### src/hw/rtl/mwo_pkg.sv
// ----------------------------------------------------------------------------
// mwo_pkg
// Types, constants and tables shared by the mecanum odometry modules.
// ----------------------------------------------------------------------------
package mwo_pkg;

  localparam int unsigned CordicSteps = 24;
  localparam int unsigned StepW = 5;

  localparam logic signed [13:0] RpmToRad = 14'sd6863;
  localparam logic signed [19:0] TwoPi = 20'sd411775;
  localparam logic signed [19:0] Pi = 20'sd205887;
  localparam logic signed [19:0] HalfPi = 20'sd102944;
  localparam logic signed [33:0] CordicGain = 34'sd652032874;

  // Two to the 31st modulo the full turn, used to undo the heading offset.
  localparam logic signed [31:0] TwoPiWrap = 32'sd77023;

  localparam logic [1:0] CfgRadius = 2'd0;
  localparam logic [1:0] CfgLever = 2'd1;
  localparam logic [1:0] CfgDead = 2'd2;

  typedef enum logic [3:0] {
    ST_IDLE,
    ST_SUMS,
    ST_MULT,
    ST_DIV,
    ST_RATES,
    ST_REDUCE,
    ST_CORDIC,
    ST_ROT1,
    ST_ROT2,
    ST_INTEG1,
    ST_INTEG2,
    ST_OUT
  } state_e;

  typedef struct packed {
    logic load_in;
    logic set_pose;
    logic do_sums;
    logic do_mult;
    logic div_start;
    logic do_rates;
    logic do_reduce;
    logic cordic_step;
    logic do_rot1;
    logic do_rot2;
    logic do_integ1;
    logic do_integ2;
  } cmd_t;

  typedef struct packed {
    logic is_set;
    logic pose_loaded;
    logic div_done;
    logic cordic_last;
  } status_t;

  function automatic logic signed [33:0] atan_lut(input logic [StepW-1:0] i);
    logic signed [33:0] r;
    r = '0;
    case (i)
      5'd0: r = 34'sd843314857;
      5'd1: r = 34'sd497837830;
      5'd2: r = 34'sd263043837;
      5'd3: r = 34'sd133525159;
      5'd4: r = 34'sd67021687;
      5'd5: r = 34'sd33543516;
      5'd6: r = 34'sd16775851;
      5'd7: r = 34'sd8388437;
      5'd8: r = 34'sd4194283;
      5'd9: r = 34'sd2097149;
      default: r = (i < 5'd24) ? (34'sd1 <<< (5'd30 - i)) : 34'sd0;
    endcase
    return r;
  endfunction

  function automatic logic signed [31:0] sat32(input logic signed [63:0] v);
    if (v > 64'sd2147483647) return 32'sh7fffffff;
    if (v < -64'sd2147483648) return 32'sh80000000;
    return v[31:0];
  endfunction

endpackage

### src/hw/rtl/mwo_ctrl.sv
// ----------------------------------------------------------------------------
// mwo_ctrl
// Sequencer for one request: a pose set, or kinematics, division, CORDIC, integration.
// ----------------------------------------------------------------------------
module mwo_ctrl (
  input  logic              clk_i,
  input  logic              rst_ni,
  input  logic              in_valid_i,
  output logic              in_ready_o,
  output logic              out_valid_o,
  input  logic              out_ready_i,
  input  mwo_pkg::status_t  status_i,
  output mwo_pkg::cmd_t     cmd_o
);
  import mwo_pkg::*;

  state_e state_q, state_d;
  logic   out_valid_q, out_valid_d;

  always_ff @(posedge clk_i or negedge rst_ni) begin
    if (!rst_ni) begin
      state_q <= ST_IDLE;
      out_valid_q <= 1'b0;
    end else begin
      state_q <= state_d;
      out_valid_q <= out_valid_d;
    end
  end

  assign out_valid_o = out_valid_q;

  always_comb begin
    state_d = state_q;
    out_valid_d = out_valid_q;
    cmd_o = '0;
    in_ready_o = 1'b0;
    if (out_valid_q && out_ready_i) begin
      out_valid_d = 1'b0;
    end
    case (state_q)
      ST_IDLE: begin
        in_ready_o = !out_valid_q;
        if (in_valid_i && !out_valid_q) begin
          cmd_o.load_in = 1'b1;
          state_d = ST_SUMS;
        end
      end
      ST_SUMS: begin
        if (status_i.is_set) begin
          cmd_o.set_pose = 1'b1;
          state_d = ST_OUT;
        end else if (!status_i.pose_loaded) begin
          state_d = ST_OUT;
        end else begin
          cmd_o.do_sums = 1'b1;
          state_d = ST_MULT;
        end
      end
      ST_MULT: begin
        cmd_o.do_mult = 1'b1;
        state_d = ST_DIV;
      end
      ST_DIV: begin
        cmd_o.div_start = 1'b1;
        if (status_i.div_done) begin
          state_d = ST_RATES;
        end
      end
      ST_RATES: begin
        cmd_o.do_rates = 1'b1;
        state_d = ST_REDUCE;
      end
      ST_REDUCE: begin
        cmd_o.do_reduce = 1'b1;
        state_d = ST_CORDIC;
      end
      ST_CORDIC: begin
        cmd_o.cordic_step = 1'b1;
        if (status_i.cordic_last) begin
          state_d = ST_ROT1;
        end
      end
      ST_ROT1: begin
        cmd_o.do_rot1 = 1'b1;
        state_d = ST_ROT2;
      end
      ST_ROT2: begin
        cmd_o.do_rot2 = 1'b1;
        state_d = ST_INTEG1;
      end
      ST_INTEG1: begin
        cmd_o.do_integ1 = 1'b1;
        state_d = ST_INTEG2;
      end
      ST_INTEG2: begin
        cmd_o.do_integ2 = 1'b1;
        state_d = ST_OUT;
      end
      ST_OUT: begin
        if (!out_valid_d) begin
          out_valid_d = 1'b1;
          state_d = ST_IDLE;
        end
      end
      default: state_d = ST_IDLE;
    endcase
  end

`ifndef SYNTHESIS
  a_no_accept_busy: assert property (@(posedge clk_i) disable iff (!rst_ni)
    (state_q != ST_IDLE) |-> !in_ready_o) else $error("accept while busy");
  a_out_hold: assert property (@(posedge clk_i) disable iff (!rst_ni)
    (out_valid_q && !out_ready_i) |=> out_valid_q) else $error("result dropped");
  a_start_seq: assert property (@(posedge clk_i) disable iff (!rst_ni)
    (in_valid_i && in_ready_o) |=> (state_q == ST_SUMS)) else $error("no start");
`endif
endmodule

### config.mk
export PLATFORM = sky130hd
export DESIGN_NAME = mwo_ctrl
export DESIGN_NICKNAME = d
export VERILOG_FILES = /design/src/hw/rtl/mwo_pkg.sv /design/src/hw/rtl/mwo_ctrl.sv
export SDC_FILE = /design/constraint.sdc
export NUM_CORES = 1
export LEC_CHECK = 0
export BUFFER_PORTS_ARGS = -buffer_cell sky130_fd_sc_hd__clkbuf_2
export CAP_MARGIN = 10
export CORE_AREA = 2 2 39 41
export DETAILED_ROUTE_END_ITERATION = 16
export DIE_AREA = 0 0 41 43
export MAX_ROUTING_LAYER = met4
export PLACE_DENSITY = 0.59
export SYNTH_ARGS = -nofsm -noshare
export SYNTH_HDL_FRONTEND = slang
export SYNTH_SLANG_ARGS = --single-unit
### constraint.sdc
create_clock -name clk_i -period 4.6 [get_ports clk_i]
set_clock_uncertainty 0.1 [all_clocks]
set_input_delay 0.92 -clock clk_i [delete_from_list [all_inputs] [get_ports clk_i]]
set_output_delay 0.92 -clock clk_i [all_outputs]
set_load 0.01 [all_outputs]
Word level (Yosys, flattened, before mapping)
Cells that the tools add are included.
Widths: inputs -> output; s select.
{ "classes": {"n_eq_ne": 15, "n_reduce_logical": 5, "mux": 25} }
{ "op_table": {"columns": ["op", "count"], "rows": [
  ["$pmux 4 s12", 1],
  ["$mux 4", 6],
  ["$mux 1", 17],
  ["$eq 4x3->1 const B", 4],
  ["$eq 4x4->1 const B", 4],
  ["$eq 4x2->1 const B", 2],
  ["$ne 2x2->1 const B", 4],
  ["$eq 4x1->1 const B", 1],
  ["$logic_not 4->1", 1],
  ["$reduce_and 4->1", 1],
  ["$logic_and 1x1->1", 2],
  ["$mux 2", 1],
  ["$logic_not 1->1", 1]
]} }
{ "word_totals": {"input_bits": 8, "wordCells": 47, "output_inout_bits": 14, "regBits": 5} }

Logic depth before layout (Yosys ltp)
{ "depth": {"ltp_word": 4, "depth_mapped": 5, "depth_no_buf": 4} }

Worst setup path before layout
No wires, ideal clock.
{ "synth_path": {"path_type": "input port to output port", "startpoint": "in status_i[3] in the netlist's numbering", "endpoint": "out cmd_o[9] in the netlist's numbering", "path_stages": 2, "arrival_ns": 1.419, "path_buffers": 0, "required_time_ns": 3.580, "path_slack_ns": 2.161, "path_cell_list": "nand2b_1 -> nor4_1"} }
{ "synth_lines": {"columns": ["item", "line_no", "rtl"], "rows": [
  ["start, declared", "mwo_ctrl.sv:12", "input mwo_pkg::status_t status_i,"],
  ["end, declared", "mwo_ctrl.sv:13", "output mwo_pkg::cmd_t cmd_o"]
]} }

==> metrics.yaml <==
synth:
  yosysTopAreaCell: "dfrtp_1"
  yosysWarnings: 0
  ys_seq_area_share_pct: 30.30
  syn_nets: 58
  netlist_area_um2: 412.9
  netlist_instances: 50
  ys_types: 22
  synth_top_area_share_pct: 30.30
  ys_seq_elements: 5
  syn_avg_cell_area_um2: 8.258
  netlist_top_cells_area: "dfrtp_1, nor2_1, nand2b_1"
detailed_routing:
  num_vias: 433
  drc: 0
  firstDrtPassIters: 1
  drt_iter0_drc: 0
  finalWirelength_um: 948
  ant_nets: 0
  vias_per_cell: 4.977
  wl_per_cell_um: 10.90
sta:
  finalCritPeriodShare_pct: 59.55
  setup_viol_count_final: 0
  worst_slew_margin_rel_pct: 71.50
  fin_crit_ps: 2739
  drv_slew: 0
  fin_tns_setup_ps: 0
  whs_ps: 380.6
  grt_setup_unrepaired: "no"
  worst_slew_pin_slew_ps: 427.5
  max_freq_mhz: 365.1
  hold_viol_final: 0
placement:
  portBuffers: 21
  place_congestion: 0.7594
  dpl.hpwl_um: 742.2
power_and_ir_drop:
  p_per_area_mw_per_mm2: 682.2
  cellLeakagePower_nw: 0.2681
  p_total_w: 0.0003722
  max-vdd-ir-drop_mv: 0.2452
global_routing:
  first_global_vias: 374
  grt_antenna_before_repair: 0
  grt_first_pass_wirelength_um: 1580
  track_usage_pct: 13.25
  grt_max_degree: 16
  gr-total-overflow: 0
final_layout:
  fin_nets: 80
  syn_to_final_growth_pct: 32.12
  fin_util_pct: 39.42
  n_antenna_cell: 0
  drive_above_1_share_pct: 42.25
worst_setup_path:
  cp-start-kind: "register"
  path_max_fanout: 15
  path_class: "reg -> out"
  worstPathArrival_ps: 1720
  end_kind: "primary output"
  required_ps: 3580
clocking:
  ctsLongestPathBuffers: 2
  hold_buffers: 0
  cts_buffers: 3
  clock_latency_ps: 240
  clock-sinks: 5
  cts_tree: "done"
  clk_pin_slew_worst_paths_ps: 50
  cts_resized: 0
  htreeDepth: 1
  post_cts_buffers: 0
  cts-root-buf: "clkbuf_4"
floorplan:
  die_h_um: 43
  rows: 14
  dieArea_mm2: 0.001763
  die_x_um: 41
  ios: 22
  coreArea_mm2: 0.001384
  initial_utilization_pct: 29.84
job:
  cap_violations: 0
outcome:
  status: "completed"
worst_hold_path:
  hp-class: "in -> async"
## cell usage after synthesis
| cell | number |
|---|---|
| a21boi_0 | 1 |
| a21o_1 | 2 |
| a21oi_1 | 3 |
| a22oi_1 | 1 |
| buf_2 | 1 |
| buf_4 | 1 |
| clkbuf_1 | 2 |
| dfrtp_1 | 5 |
| inv_1 | 2 |
| mux2_4 | 1 |
| nand2_4 | 1 |
| nand2b_1 | 5 |
| nor2_1 | 9 |
| nor2b_1 | 1 |
| nor3_1 | 4 |
| nor3b_1 | 3 |
| nor4_1 | 1 |
| nor4b_1 | 1 |
| o221ai_1 | 1 |
| o22ai_1 | 2 |
| o311ai_2 | 1 |
| or4_4 | 2 |
## per-layer routing
layer | up-vias | GRT usage (%) | wire length, um
met4 | 0 | 2.000 | 0
met1 | 190 | 18.36 | 448
met2 | 17 | 18.75 | 424
met3 | 0 | 4.712 | 75
met5 | - | - | 0
li1 | 226 | - | -
## power breakdown
group          leakage [nW]   total, W  internal [W]  switching, W
Combinational         0.189   0.000198     0.0000972      0.000101
Sequential           0.0615   0.000124     0.0000649     0.0000590
Clock                0.0177  0.0000497     0.0000315     0.0000183
Total                 0.268   0.000372      0.000194      0.000179
## cell usage in the layout (no fill, tap or decap)
| cell | count |
|---|---|
| nor3_1 | 4 |
| o221ai_1 | 1 |
| or4_4 | 2 |
| nor2b_1 | 1 |
| o311ai_2 | 1 |
| nand2b_1 | 5 |
| nand2_4 | 1 |
| a21boi_0 | 1 |
| o22ai_1 | 2 |
| clkbuf_2 | 21 |
| nor4b_1 | 1 |
| nor4_1 | 1 |
| clkinv_2 | 1 |
| a21o_1 | 2 |
| nor3b_1 | 3 |
| inv_1 | 2 |
| a22oi_1 | 1 |
| nor2_1 | 9 |
| a21oi_1 | 3 |
| mux2_4 | 1 |
| clkbuf_4 | 3 |
| dfrtp_1 | 5 |
## cell type report
cell class,instances,area (um2)
fillers,155,838.3
multi-input cells,39,260.3
flip-flops and latches,5,125.1
repair buffers,21,105.1
clock buffers,3,22.52
well taps,16,20.02
inverters,2,7.507
clock inverters,1,5.005
## critical path: stages (launching register included)
cell and delay [ps]:
dfrtp_1 520, or4_4 590, nor3b_1 200, clkbuf_2 160
## sequential cells by signal, summed over array words and instances, names as in the netlist
register	flops
out_valid_o	1
state_q	4
## metrics by stage
stage,cells,setup WS [ps],instance area [um2]
2_1_floorplan,50,2161,412.9
3_3_place_gp,83,2086,518.0
4_1_cts,87,1829,545.5
6_report,87,1861,545.5
5_1_grt,87,1719,545.5
3_5_place_dp,83,2062,518.0
## final timing paths
check                                             from                     end  slack (ps)  depth (start not counted)
worst min-delay path                            rst_ni  state_q[3]$_DFFE_PN0P_         380                          1
min in group clk_i               out_valid_o$_DFF_PN0_   out_valid_o$_DFF_PN0_         540                          2
worst max register to register  state_q[2]$_DFFE_PN0P_  state_q[0]$_DFFE_PN0P_        2650                          4
worst min register to register   out_valid_o$_DFF_PN0_   out_valid_o$_DFF_PN0_         540                          2
worst max-delay path            state_q[2]$_DFFE_PN0P_               cmd_o[11]        1860                          3
max in group asynchronous                       rst_ni   out_valid_o$_DFF_PN0_        3880                          1
## kinds of logic after synthesis
| group | Yosys count | share of synthesized area [%] |
|---|---|---|
| AOI/OAI and AO/OA | 11 | 20.00 |
| buffers and inverters | 6 | 6.668 |
| DFF | 5 | 30.30 |
| muxes | 1 | 3.635 |
| and+or+nand+nor | 27 | 39.39 |
No activity file was read; power rests on OpenSTA's default activity.
